`config.mk`:
```
export PLATFORM = sky130hd
export DESIGN_NAME = json_string_unescape_utf8
export DESIGN_NICKNAME = d
export VERILOG_FILES = /design/src/rtl/jsu_pkg.sv /design/src/rtl/jsu_decode.sv /design/src/rtl/json_string_unescape_utf8.sv
export SDC_FILE = /design/constraint.sdc
export NUM_CORES = 1
export LEC_CHECK = 0
export BUFFER_PORTS_ARGS = -buffer_cell sky130_fd_sc_hd__buf_2
export CAP_MARGIN = 25
export CORE_ASPECT_RATIO = 0.8
export CORE_UTILIZATION = 30
export CTS_CLUSTER_SIZE = 40
export DETAILED_ROUTE_END_ITERATION = 7
export HOLD_SLACK_MARGIN = 0.02
export PLACE_DENSITY_LB_ADDON = 0.08
export SETUP_SLACK_MARGIN = 0.4
export SYNTH_ARGS = -nofsm -noshare
export SYNTH_HDL_FRONTEND = slang
export SYNTH_SLANG_ARGS = --single-unit
export TNS_END_PERCENT = 5
```
`constraint.sdc`:
```
create_clock -name i_clk -period 8.95 [get_ports i_clk]
set_input_delay 1.79 -clock i_clk [delete_from_list [all_inputs] [get_ports i_clk]]
set_output_delay 1.79 -clock i_clk [all_outputs]
set_load 0.01 [all_outputs]
```
`src/rtl/jsu_pkg.sv`:
```
// jsu_pkg: types, codes and helper functions of the JSON string unescaper
// used by jsu_decode, json_string_unescape_utf8 and the bench; depends on nothing

package jsu_pkg;

    // decoding phase, one-hot
    typedef enum logic [6:0] {
        PH_QUOTE   = 7'b0000001,
        PH_BODY    = 7'b0000010,
        PH_ESC     = 7'b0000100,
        PH_HEX_HI  = 7'b0001000,
        PH_SUR_BSL = 7'b0010000,
        PH_SUR_U   = 7'b0100000,
        PH_HEX_LO  = 7'b1000000
    } t_phase;

    // string status codes
    typedef enum logic [2:0] {
        ST_BUSY    = 3'd0,
        ST_OK      = 3'd1,
        ST_NOQUOTE = 3'd2,
        ST_BADESC  = 3'd3,
        ST_BADHEX  = 3'd4,
        ST_BADSUR  = 3'd5,
        ST_CTRL    = 3'd6
    } t_status;

    // character codes
    localparam logic [7:0] CH_QUOTE = 8'h22;
    localparam logic [7:0] CH_BSL   = 8'h5C;
    localparam logic [7:0] CH_SLASH = 8'h2F;
    localparam logic [7:0] CH_NUL   = 8'h00;
    localparam logic [7:0] CH_SPACE = 8'h20;
    localparam logic [7:0] CH_LC_B  = 8'h62;
    localparam logic [7:0] CH_LC_F  = 8'h66;
    localparam logic [7:0] CH_LC_N  = 8'h6E;
    localparam logic [7:0] CH_LC_R  = 8'h72;
    localparam logic [7:0] CH_LC_T  = 8'h74;
    localparam logic [7:0] CH_LC_U  = 8'h75;
    localparam logic [7:0] CH_BS    = 8'h08;
    localparam logic [7:0] CH_FF    = 8'h0C;
    localparam logic [7:0] CH_LF    = 8'h0A;
    localparam logic [7:0] CH_CR    = 8'h0D;
    localparam logic [7:0] CH_TAB   = 8'h09;

    // top six bits of high and low surrogate units
    localparam logic [5:0] SUR_HI_TAG = 6'b110110;
    localparam logic [5:0] SUR_LO_TAG = 6'b110111;
    localparam logic [20:0] SUPP_BASE = 21'h10000;

    // decoder state
    typedef struct packed {
        t_phase      phase;
        logic [15:0] hex_value;
        logic [1:0]  digits;
        logic [9:0]  hi_sur;
    } t_state;

    localparam t_state STATE_RESET = '{phase: PH_QUOTE, hex_value: 16'h0000,
                                       digits: 2'd0, hi_sur: 10'h000};

    // group of results caused by one input request
    typedef struct packed {
        logic            valid;
        logic            is_status;
        t_status         status;
        logic [1:0]      last_idx;
        logic [3:0][7:0] bytes;
    } t_group;

    // utf-8 byte sequence, bytes[0] goes out first
    typedef struct packed {
        logic [1:0]      last_idx;
        logic [3:0][7:0] bytes;
    } t_utf8;

    // hex digit value, bit 4 set when the character is a hex digit
    function automatic logic [4:0] hex_nibble(input logic [7:0] c);
        logic [4:0] r;
        r = 5'd0;
        if (c >= 8'h30 && c <= 8'h39) begin
            r = {1'b1, 4'(c - 8'h30)};
        end else if (c >= 8'h41 && c <= 8'h46) begin
            r = {1'b1, 4'(c - 8'h37)};
        end else if (c >= 8'h61 && c <= 8'h66) begin
            r = {1'b1, 4'(c - 8'h57)};
        end
        return r;
    endfunction

    // utf-8 encoding of a code point below 0x200000
    function automatic t_utf8 encode_utf8(input logic [20:0] cp);
        t_utf8 r;
        r = '0;
        if (cp <= 21'h7F) begin
            r.bytes[0] = cp[7:0];
            r.last_idx = 2'd0;
        end else if (cp <= 21'h7FF) begin
            r.bytes[0] = {3'b110, cp[10:6]};
            r.bytes[1] = {2'b10, cp[5:0]};
            r.last_idx = 2'd1;
        end else if (cp <= 21'hFFFF) begin
            r.bytes[0] = {4'b1110, cp[15:12]};
            r.bytes[1] = {2'b10, cp[11:6]};
            r.bytes[2] = {2'b10, cp[5:0]};
            r.last_idx = 2'd2;
        end else begin
            r.bytes[0] = {5'b11110, cp[20:18]};
            r.bytes[1] = {2'b10, cp[17:12]};
            r.bytes[2] = {2'b10, cp[11:6]};
            r.bytes[3] = {2'b10, cp[5:0]};
            r.last_idx = 2'd3;
        end
        return r;
    endfunction

endpackage

```
`src/rtl/jsu_decode.sv`:
```
// jsu_decode: next decoder state and result group for one input byte
// depends on jsu_pkg

module jsu_decode (
    input  jsu_pkg::t_state i_state,
    input  logic [7:0]      i_byte,
    input  logic            i_eod,
    output jsu_pkg::t_state o_state,
    output jsu_pkg::t_group o_grp
);

    logic [7:0]       c;
    logic [4:0]       nib;
    logic [15:0]      hv_new;
    logic [20:0]      cp_pair;
    jsu_pkg::t_status err;
    jsu_pkg::t_utf8   enc_hi;
    jsu_pkg::t_utf8   enc_pair;
    jsu_pkg::t_state  nxt;
    jsu_pkg::t_group  grp;

    // end of data acts as a nul byte
    assign c       = i_eod ? jsu_pkg::CH_NUL : i_byte;
    assign nib     = jsu_pkg::hex_nibble(c);
    assign hv_new  = {i_state.hex_value[11:0], nib[3:0]};
    assign cp_pair = {1'b0, i_state.hi_sur, hv_new[9:0]} + jsu_pkg::SUPP_BASE;
    assign enc_hi  = jsu_pkg::encode_utf8({5'd0, hv_new});
    assign enc_pair = jsu_pkg::encode_utf8(cp_pair);

    // phase update and byte emission
    always_comb begin
        nxt = i_state;
        grp = '0;
        grp.status = jsu_pkg::ST_BUSY;
        err = jsu_pkg::ST_BUSY;
        case (i_state.phase)
            jsu_pkg::PH_QUOTE: begin
                if (c == jsu_pkg::CH_QUOTE) nxt.phase = jsu_pkg::PH_BODY;
                else err = jsu_pkg::ST_BADESC;
            end
            jsu_pkg::PH_BODY: begin
                if (c == jsu_pkg::CH_QUOTE) begin
                    err = jsu_pkg::ST_OK;
                end else if (c == jsu_pkg::CH_BSL) begin
                    nxt.phase = jsu_pkg::PH_ESC;
                end else if (c == jsu_pkg::CH_NUL) begin
                    err = jsu_pkg::ST_NOQUOTE;
                end else if (c < jsu_pkg::CH_SPACE) begin
                    err = jsu_pkg::ST_CTRL;
                end else begin
                    grp.valid    = 1'b1;
                    grp.bytes[0] = c;
                end
            end
            jsu_pkg::PH_ESC: begin
                nxt.phase = jsu_pkg::PH_BODY;
                grp.valid = 1'b1;
                case (c)
                    jsu_pkg::CH_QUOTE: grp.bytes[0] = c;
                    jsu_pkg::CH_BSL:   grp.bytes[0] = c;
                    jsu_pkg::CH_SLASH: grp.bytes[0] = c;
                    jsu_pkg::CH_LC_B:  grp.bytes[0] = jsu_pkg::CH_BS;
                    jsu_pkg::CH_LC_F:  grp.bytes[0] = jsu_pkg::CH_FF;
                    jsu_pkg::CH_LC_N:  grp.bytes[0] = jsu_pkg::CH_LF;
                    jsu_pkg::CH_LC_R:  grp.bytes[0] = jsu_pkg::CH_CR;
                    jsu_pkg::CH_LC_T:  grp.bytes[0] = jsu_pkg::CH_TAB;
                    jsu_pkg::CH_LC_U: begin
                        grp.valid     = 1'b0;
                        nxt.phase     = jsu_pkg::PH_HEX_HI;
                        nxt.hex_value = 16'h0000;
                        nxt.digits    = 2'd0;
                    end
                    default: begin
                        grp.valid = 1'b0;
                        err       = jsu_pkg::ST_BADESC;
                    end
                endcase
            end
            jsu_pkg::PH_HEX_HI, jsu_pkg::PH_HEX_LO: begin
                if (!nib[4]) begin
                    err = jsu_pkg::ST_BADHEX;
                end else begin
                    nxt.hex_value = hv_new;
                    if (i_state.digits != 2'd3) begin
                        nxt.digits = i_state.digits + 2'd1;
                    end else begin
                        nxt.digits = 2'd0;
                        if (i_state.phase == jsu_pkg::PH_HEX_HI) begin
                            // high surrogate waits for its partner
                            if (hv_new[15:10] == jsu_pkg::SUR_HI_TAG) begin
                                nxt.hi_sur = hv_new[9:0];
                                nxt.phase  = jsu_pkg::PH_SUR_BSL;
                            end else begin
                                grp.valid    = 1'b1;
                                grp.bytes    = enc_hi.bytes;
                                grp.last_idx = enc_hi.last_idx;
                                nxt.phase    = jsu_pkg::PH_BODY;
                            end
                        end else begin
                            if (hv_new[15:10] != jsu_pkg::SUR_LO_TAG) begin
                                err = jsu_pkg::ST_BADSUR;
                            end else begin
                                grp.valid    = 1'b1;
                                grp.bytes    = enc_pair.bytes;
                                grp.last_idx = enc_pair.last_idx;
                                nxt.phase    = jsu_pkg::PH_BODY;
                            end
                        end
                    end
                end
            end
            jsu_pkg::PH_SUR_BSL: begin
                if (c == jsu_pkg::CH_BSL) nxt.phase = jsu_pkg::PH_SUR_U;
                else err = jsu_pkg::ST_BADSUR;
            end
            jsu_pkg::PH_SUR_U: begin
                if (c == jsu_pkg::CH_LC_U) begin
                    nxt.phase     = jsu_pkg::PH_HEX_LO;
                    nxt.hex_value = 16'h0000;
                    nxt.digits    = 2'd0;
                end else begin
                    err = jsu_pkg::ST_BADSUR;
                end
            end
            default: nxt.phase = jsu_pkg::PH_QUOTE;
        endcase

        // string ended: report status and restart
        if (err != jsu_pkg::ST_BUSY) begin
            nxt           = jsu_pkg::STATE_RESET;
            grp           = '0;
            grp.valid     = 1'b1;
            grp.is_status = 1'b1;
            grp.status    = err;
        end
    end

    assign o_state = nxt;
    assign o_grp   = grp;

endmodule

```
`src/rtl/json_string_unescape_utf8.sv`:
```
// json_string_unescape_utf8: top level of the JSON string unescaper
// depends on jsu_pkg and jsu_decode
//
// Takes the raw bytes of a quoted JSON string, opening quote first, one byte
// per request, and returns the UTF-8 bytes of its value followed by one
// status result when the string ends (ok or an error). A byte is decoded in
// the cycle it is accepted and its results (zero to four) go into a result
// register that drains one result per cycle while the receiver is ready.
// Input is taken every cycle while the receiver is ready and each byte yields
// at most one result; a byte that yields more results (a \u escape gives up
// to four) holds off the next byte until its last result is taken, which is
// set by the single result register. A byte with no result holds nothing off.

module json_string_unescape_utf8 (
    input  logic       i_clk,
    input  logic       i_rst_n,
    // input stream
    input  logic       i_s_tvalid,
    output logic       o_s_tready,
    input  logic [7:0] i_s_tdata,   // [7:0] in_byte
    input  logic       i_s_tlast,   // end_of_data
    // result stream
    output logic       o_m_tvalid,
    input  logic       i_m_tready,
    output logic [7:0] o_m_tdata,   // [7:0] out_byte
    output logic [3:0] o_m_tuser,   // [0] has_byte, [3:1] status
    output logic       o_m_tlast    // last
);

    jsu_pkg::t_state  r_st;
    jsu_pkg::t_state  n_st;
    jsu_pkg::t_group  n_grp;
    logic             r_vld;
    logic             r_is_status;
    jsu_pkg::t_status r_status;
    logic [1:0]       r_left;
    logic [3:0][7:0]  r_bytes;
    logic             in_acc;
    logic             out_acc;
    logic             load;

    // byte decoder
    jsu_decode u_decode (
        .i_state (r_st),
        .i_byte  (i_s_tdata),
        .i_eod   (i_s_tlast),
        .o_state (n_st),
        .o_grp   (n_grp)
    );

    // handshake
    assign o_s_tready = !r_vld || (i_m_tready && (r_left == 2'd0));
    assign in_acc     = i_s_tvalid && o_s_tready;
    assign out_acc    = r_vld && i_m_tready;
    assign load       = in_acc && n_grp.valid;

    // decoder state and result register control
    always_ff @(posedge i_clk) begin
        if (!i_rst_n) begin
            r_st        <= jsu_pkg::STATE_RESET;
            r_vld       <= 1'b0;
            r_left      <= 2'd0;
            r_is_status <= 1'b0;
            r_status    <= jsu_pkg::ST_BUSY;
        end else begin
            if (in_acc) begin
                r_st <= n_st;
            end
            if (load) begin
                r_vld       <= 1'b1;
                r_left      <= n_grp.last_idx;
                r_is_status <= n_grp.is_status;
                r_status    <= n_grp.status;
            end else if (out_acc) begin
                if (r_left == 2'd0) r_vld <= 1'b0;
                else r_left <= r_left - 2'd1;
            end
        end
    end

    // result bytes, shifted down as they go out
    always_ff @(posedge i_clk) begin
        if (load) begin
            r_bytes <= n_grp.bytes;
        end else if (out_acc) begin
            r_bytes <= {8'h00, r_bytes[3:1]};
        end
    end

    // result outputs
    assign o_m_tvalid = r_vld;
    assign o_m_tdata  = r_is_status ? 8'h00 : r_bytes[0];
    assign o_m_tuser  = {r_status, !r_is_status};
    assign o_m_tlast  = (r_left == 2'd0);

    // new group only loads as the previous one finishes
    a_no_overrun: assert property (@(posedge i_clk) disable iff (!i_rst_n)
        (in_acc && r_vld) |-> (out_acc && o_m_tlast))
        else $error("request accepted over a pending result group");

    // a status result stands alone
    a_status_single: assert property (@(posedge i_clk) disable iff (!i_rst_n)
        (r_vld && r_is_status) |-> (r_left == 2'd0 && r_status != jsu_pkg::ST_BUSY))
        else $error("status result inside a byte group");

    // byte results carry busy status
    a_byte_busy: assert property (@(posedge i_clk) disable iff (!i_rst_n)
        (r_vld && !r_is_status) |-> (r_status == jsu_pkg::ST_BUSY))
        else $error("byte result with final status");

    // a taken result that is not the last leaves the group valid
    a_group_drain: assert property (@(posedge i_clk) disable iff (!i_rst_n)
        (out_acc && !o_m_tlast) |=> (r_vld && r_left == $past(r_left) - 2'd1))
        else $error("result group lost before its last result");

    // waiting for a quote means no escape state left over
    a_quote_clean: assert property (@(posedge i_clk) disable iff (!i_rst_n)
        (r_st.phase == jsu_pkg::PH_QUOTE) |-> (r_st.digits == 2'd0 && r_st.hi_sur == 10'h000))
        else $error("escape state left after string end");

endmodule

```
==> out/results.ini, run 1 <==
[yosys]
ys_warn_count=0
synth_cell_types=77
synth-edff-count=29
ys_dominant_reg_cell=dfxtp_1
ys_seq_area_share_pct=33.65
synthesis.area_um2=4848
synth_seq_cells=67
ys_async_sr_fraction_pct=0
avgSynthCellArea_um2=8.001
synth_nets=627
syn-instance-count=606

[timing]
timing.hold.ws_ns=0.4851
slew_headroom_pct=25.83
finalCriticalPeriod_ns=5.782
timing.final.crit_share_pct=64.60
tns_ns=0
skew_ns=0.01044
grt_setup_unrepaired=false
fmax_ghz=0.1730
drv_slew=0
setup_viol=0
worst_pin_slew_ns=1.109
finalHoldViolations=0

[floorplanning]
pin_count=28
die-area_um2=16680
rows=41
fp.coreArea_um2=15800
die_h_um=115.7
initial_core_util_pct=30.69
die_w_um=144.1

[cts]
cts_inserted_buffers=9
post_cts_buffers=0
clock_sinks=67
cts_root_buffer=clkbuf_16
insertion_delay_ns=0.34
hold_buffers=0
cts_buffer_depth=2
htreeDepth=3
clkTransAtPathRegs_ns=0.05
cts_tree=yes
cts_resized=0

[grt]
grt_pass1_vias=4367
grt_usage_pct=22.31
grt_pass1_wl_um=27140
antenna_found_initial=0
overflow=0
grt_max_degree=39

[setup_path]
timing.rr.start=r_st[18]
path_cells=buf_2, nand2b_1, ha_1, nor2_1, o311a_1, a21o_1, a311o_1, or4_1, o311ai_4, buf_4, nand2_1, buf_4
path_max_fanout=29
rrSetupSlack_ns=5.04
end_kind=flop
crit_type=input port to flop
worst_ep_required_time_ns=9.01
crit_slowest_cell=or4_1
start_kind=input port
critPathMostFrequentCell=buf_4
cp.arrival_ns=5.84
worst_path_largest_cell_delay_ns=0.74
reg2reg_depth=8
r2r_end=r_bytes[24]

[power_and_ir_drop]
clkPwrFrac_pct=46.1
power_density_nw_per_um2=148.5
irDropWorstVdd_uv=86.41
sw_frac_of_total_pct=24.40
leakage_nw=1.946
p_seq_share_pct=42.6
p_int_w=0.0006161
p_comb_share_pct=11.3
switchingPower_w=0.0001988
total_power_w=0.0008149

[layout]
antennaDiodeCount=0
final_util_pct=34.74
nFillCells=1701
instances_no_fill=842
layout-drive-gt1-share_pct=11.16
syn_to_final_growth_pct=13.21
nets=643

[place]
dp.cells=826
port_buffers=27
dpl.hpwl_um=13180
gp_congestion=0.9040

[hold_path]
hold_end=r_st[11]
hold_depth=2
hp-class=flop to flop
min-delay-start=r_st[11]

[route]
wl_per_cell_um=21.25
drtIter0Drc=582
first_pass_iters=5
postRouteAntennaNets=0
vias_per_cell=5.736
wirelength_um=17890
dr_total_vias=4830
drc=0

[job]
maxCapViolCount=0

[status]
status=finished clean

synthesized netlist by cell type (8+ instances only):
library cell   n  area, um2
ha_1           8      100.1
mux2i_1       14      140.1
nand3_1       40      200.2
a21oi_1       46      230.2
edfxtp_1      29      870.8
nor2_1        57      214.0
and3_1         8      50.05
nor4_1        11      68.82
nor2b_1       19      118.9
clkbuf_1      22      82.58
nand2b_1      22      137.6
a21boi_0      18      135.1
dfxtp_1       38      760.7
and2_1         8      50.05
inv_1         16      60.06
o21ai_0       43      215.2
nor3_1        19      95.09
nand2_1       64      240.2
kinds of logic (layout without fill, tap and decap cells):
kind of cell | after synthesis | count (layout) | synth area share, %
adder cells (fa/ha/maj) | 8 | 8 | 2.065
flip-flops | 67 | 67 | 33.65
multiplexers | 15 | 15 | 3.122
AO/OA/AOI/OAI | 175 | 175 | 24.23
buffers and inverters | 49 | 70 | 4.516
XOR/XNOR | 3 | 3 | 0.5420
AND/OR/NAND/NOR | 289 | 289 | 31.87
metal layers:
| layer | GRT usage (%) | vias to the layer above | routed length (um) |
|---|---|---|---|
| li1 | - | 2273 | - |
| met1 | 33.54 | 2343 | 9035 |
| met2 | 30.76 | 187 | 7199 |
| met3 | 5.455 | 27 | 1341 |
| met4 | 6.877 | 0 | 318 |
| met5 | 0 | - | 0 |
cell usage in the layout (no fill, tap or decap), types with 4 or more instances in the layout:
| cell type | synthesis | routed |
|---|---|---|
| mux2i_1 | 14 | 14 |
| nand2b_1 | 22 | 22 |
| and2_1 | 8 | 8 |
| edfxtp_1 | 29 | 29 |
| nor3b_1 | 5 | 5 |
| inv_1 | 16 | 16 |
| a221oi_1 | 5 | 5 |
| o21ai_1 | 4 | 4 |
| a211oi_1 | 5 | 5 |
| dfxtp_1 | 38 | 38 |
| a22oi_1 | 5 | 5 |
| a21o_1 | 4 | 4 |
| buf_2 | 4 | 27 |
| buf_4 | 4 | 10 |
| o22ai_1 | 5 | 5 |
| nand4b_1 | 5 | 5 |
| ha_1 | 8 | 8 |
| nor3_1 | 19 | 19 |
| o21ai_0 | 43 | 43 |
| nor4_1 | 11 | 10 |
| and3_1 | 8 | 8 |
| a21oi_1 | 46 | 46 |
| nor2_1 | 57 | 57 |
| clkbuf_16 | 0 | 9 |
| nor2b_1 | 19 | 19 |
| a21boi_0 | 18 | 18 |
| nand2_1 | 64 | 64 |
| nand3_1 | 40 | 40 |
| o211a_1 | 5 | 5 |
per-stage QoR:
step           setup slack [ns]  area (um2)
6_report                  3.168        5489
4_1_cts                   3.183        5489
2_1_floorplan             3.245        4848
3_5_place_dp              2.831        5179
5_1_grt                   2.936        5489
3_3_place_gp              2.800        5164
final cells by class:
| type | count | area, um2 | area share (%) |
|---|---|---|---|
| Clock buffer | 11 | 232.7 | 4.240 |
| Clock inverter | 5 | 77.57 | 1.413 |
| Inverter | 17 | 63.81 | 1.163 |
| Multi-Input combinational cell | 490 | 3004 | 54.73 |
| Sequential cell | 67 | 1632 | 29.72 |
| Tap cell | 215 | 269.0 | 4.901 |
| Timing Repair Buffer | 37 | 210.2 | 3.830 |
power groups by stage:
| stage | clock (W) | sequential [W] | combinational, W |
|---|---|---|---|
| after CTS | 0.000387 | 0.000347 | 0.0000926 |
| final | 0.000376 | 0.000347 | 0.0000919 |
| after global routing | 0.000403 | 0.000349 | 0.000102 |
| after detailed placement | 0 | 0.000353 | 0.0000925 |
| after floorplan | 0 | 0.000352 | 0.0000604 |
| after global placement | 0 | 0.000353 | 0.0000921 |
worst max path at each step:
stage          cells after the start          end  slack, ns      start
2_1_floorplan                     13   r_bytes[0]       3.24  i_s_tlast
3_3_place_gp                      12  r_bytes[20]       2.80  i_s_tlast
3_5_place_dp                      12  r_bytes[18]       2.83  i_s_tlast
4_1_cts                           12  r_bytes[11]       3.18  i_s_tlast
5_1_grt                           13  r_bytes[28]       2.94  i_s_tlast
6_report                          12  r_bytes[24]       3.17  i_s_tlast
state kept, by name (all words and copies together), names as in the netlist:
signal and flops:
r_st 31, r_bytes 29, r_status 3, r_left 2, o_m_tvalid 1, r_is_status 1
worst max-delay path, delay by kind of cell:
kind            cells  cell delay, ns
simple gates        4            1.26
compound gates      4            1.46
fa+ha+maj           1            0.39
buf+inv             3            0.90
Note: power is estimated with default switching activity, not from simulation.
==> run 2: changes to the inputs <==
==> constraint.sdc (replaced) <==
create_clock -name i_clk -period 5 [get_ports i_clk]
set_input_delay 1 -clock i_clk [delete_from_list [all_inputs] [get_ports i_clk]]
set_output_delay 1 -clock i_clk [all_outputs]
set_load 0.01 [all_outputs]
==> run 2 against run 1 <==
  * Sequential share of layout area is 0.78 points lower
  * Largest power group unchanged
  * Register-to-register slack worse by 3.4 ns
  * Design area is 2.7% higher
  * Non-clock buffer count is 22 higher
==> out/results.ini, run 2 (synthesized netlist as in run 1, its figures left out) <==
[route]
wl_per_cell_um=20.15
drc=0
dr_total_vias=4866
wirelength_um=17410
drtIter0Drc=428
vias_per_cell=5.632
postRouteAntennaNets=0
first_pass_iters=5

[setup_path]
cp.arrival_ns=4.49
worst_ep_required_time_ns=5.20
path_max_fanout=9
start_kind=input port
reg2reg_depth=9
crit_type=input port to flop
end_kind=flop

[timing]
timing.final.crit_share_pct=85.90
tns_ns=0
skew_ns=0.007209
finalCriticalPeriod_ns=4.295
slew_headroom_pct=44.95
drv_slew=0
fmax_ghz=0.2328
timing.hold.ws_ns=0.4825
setup_viol=0
grt_setup_unrepaired=false
layout_setup_ws_ns=0.7048
finalHoldViolations=0
worst_pin_slew_ns=0.8195

[grt]
antenna_found_initial=0
use_met1_pct=32.29
grt_util_met2_pct=31.24
grt_use_met3_pct=5.413
grt_busiest_layer=met1
grt_pass1_wl_um=26790
grt_usage_pct=21.94
grt_max_degree=39
grt_pass1_vias=4445
overflow=0

[power_and_ir_drop]
total_power_w=0.001411
irDropWorstVdd_uv=145.8
leakage_nw=2.045
power_density_nw_per_um2=250.4

[floorplanning]
die_w_um=144.1
die-area_um2=16680
fp.coreArea_um2=15800
initial_core_util_pct=30.69
rows=41
pin_count=28
die_h_um=115.7

[layout]
layout-drive-gt1-share_pct=14.33
top_regs=r_st (31), r_bytes (29), r_status (3)
multiInputGateArea_um2=3012
nets=665
seq_area_um2=1632
largest_reg_flops=31
layout_commonest_cell=nand2_1
regMostFlops=r_st
nFillCells=1685
most-common-layout-cells=nand2_1, nor2_1, a21oi_1
antennaDiodeCount=0
final_util_pct=35.67
syn_to_final_growth_pct=16.26

[job]
maxCapViolCount=0

[cts]
cts_resized=0
cts_root_buffer=clkbuf_16
cts_inserted_buffers=9
hold_buffers=0
htreeDepth=3
post_cts_buffers=0
clock_sinks=67
cts_tree=yes
insertion_delay_ns=0.34
clkTransAtPathRegs_ns=0.05
cts_buffer_depth=2

[place]
gp_congestion=0.9303
dpl.hpwl_um=13140
port_buffers=27
dp_slack_ns=0.4278

[status]
status=finished clean

[hold_path]
hold_depth=2
hp-class=flop to flop

[run 2: metrics by stage]
step	instance area, um2	cells
floorplan	4856	606
global placement	5351	848
detailed placement	5351	848
CTS	5637	864
global route	5637	864
finish	5637	864
[run 2: where the power goes]
group | switching (W) | total [W] | leakage [nW] | internal (W)
clock network | 0.000241 | 0.000622 | 0.140 | 0.000381
registers | 0.0000118 | 0.000621 | 0.604 | 0.000609
logic | 0.000106 | 0.000168 | 1.30 | 0.0000622
total | 0.000359 | 0.00141 | 2.04 | 0.00105
[run 2: critical path: stages]
cell,delay (ns)
buf_2,0.19
nand2b_1,0.19
buf_4,0.17
inv_1,0.06
ha_1,0.24
or4b_2,0.63
nand3_1,0.18
a21o_1,0.22
a311o_1,0.27
or4_1,0.23
buf_4,0.22
nor2_4,0.07
a221oi_4,0.51
mux2i_1,0.24
nand2_1,0.07
[run 2: area by class of cell]
type,count,area share [%]
clock buffer,10,4.062
clock inverter,6,0.9989
inverter,17,1.132
multi-input combinational,490,53.43
sequential,67,28.95
tap,215,4.772
timing repair buffer,59,6.659
[run 2: final timing paths]
kind | startpoint | to | slack, ns
setup / recovery | i_s_tlast | r_st[28] | 0.70
hold / removal | r_st[11] | r_st[11] | 0.48
setup reg to reg | r_st[34] | r_st[28] | 1.67
hold reg to reg | r_st[11] | r_st[11] | 0.48
[run 2: layer usage]
metal  vias up  part of all wire [%]
li1       2317                     -
met1      2337                    51
met2       192                    41
met3        20                   6.9
met4         0                   1.7
met5         -                     0
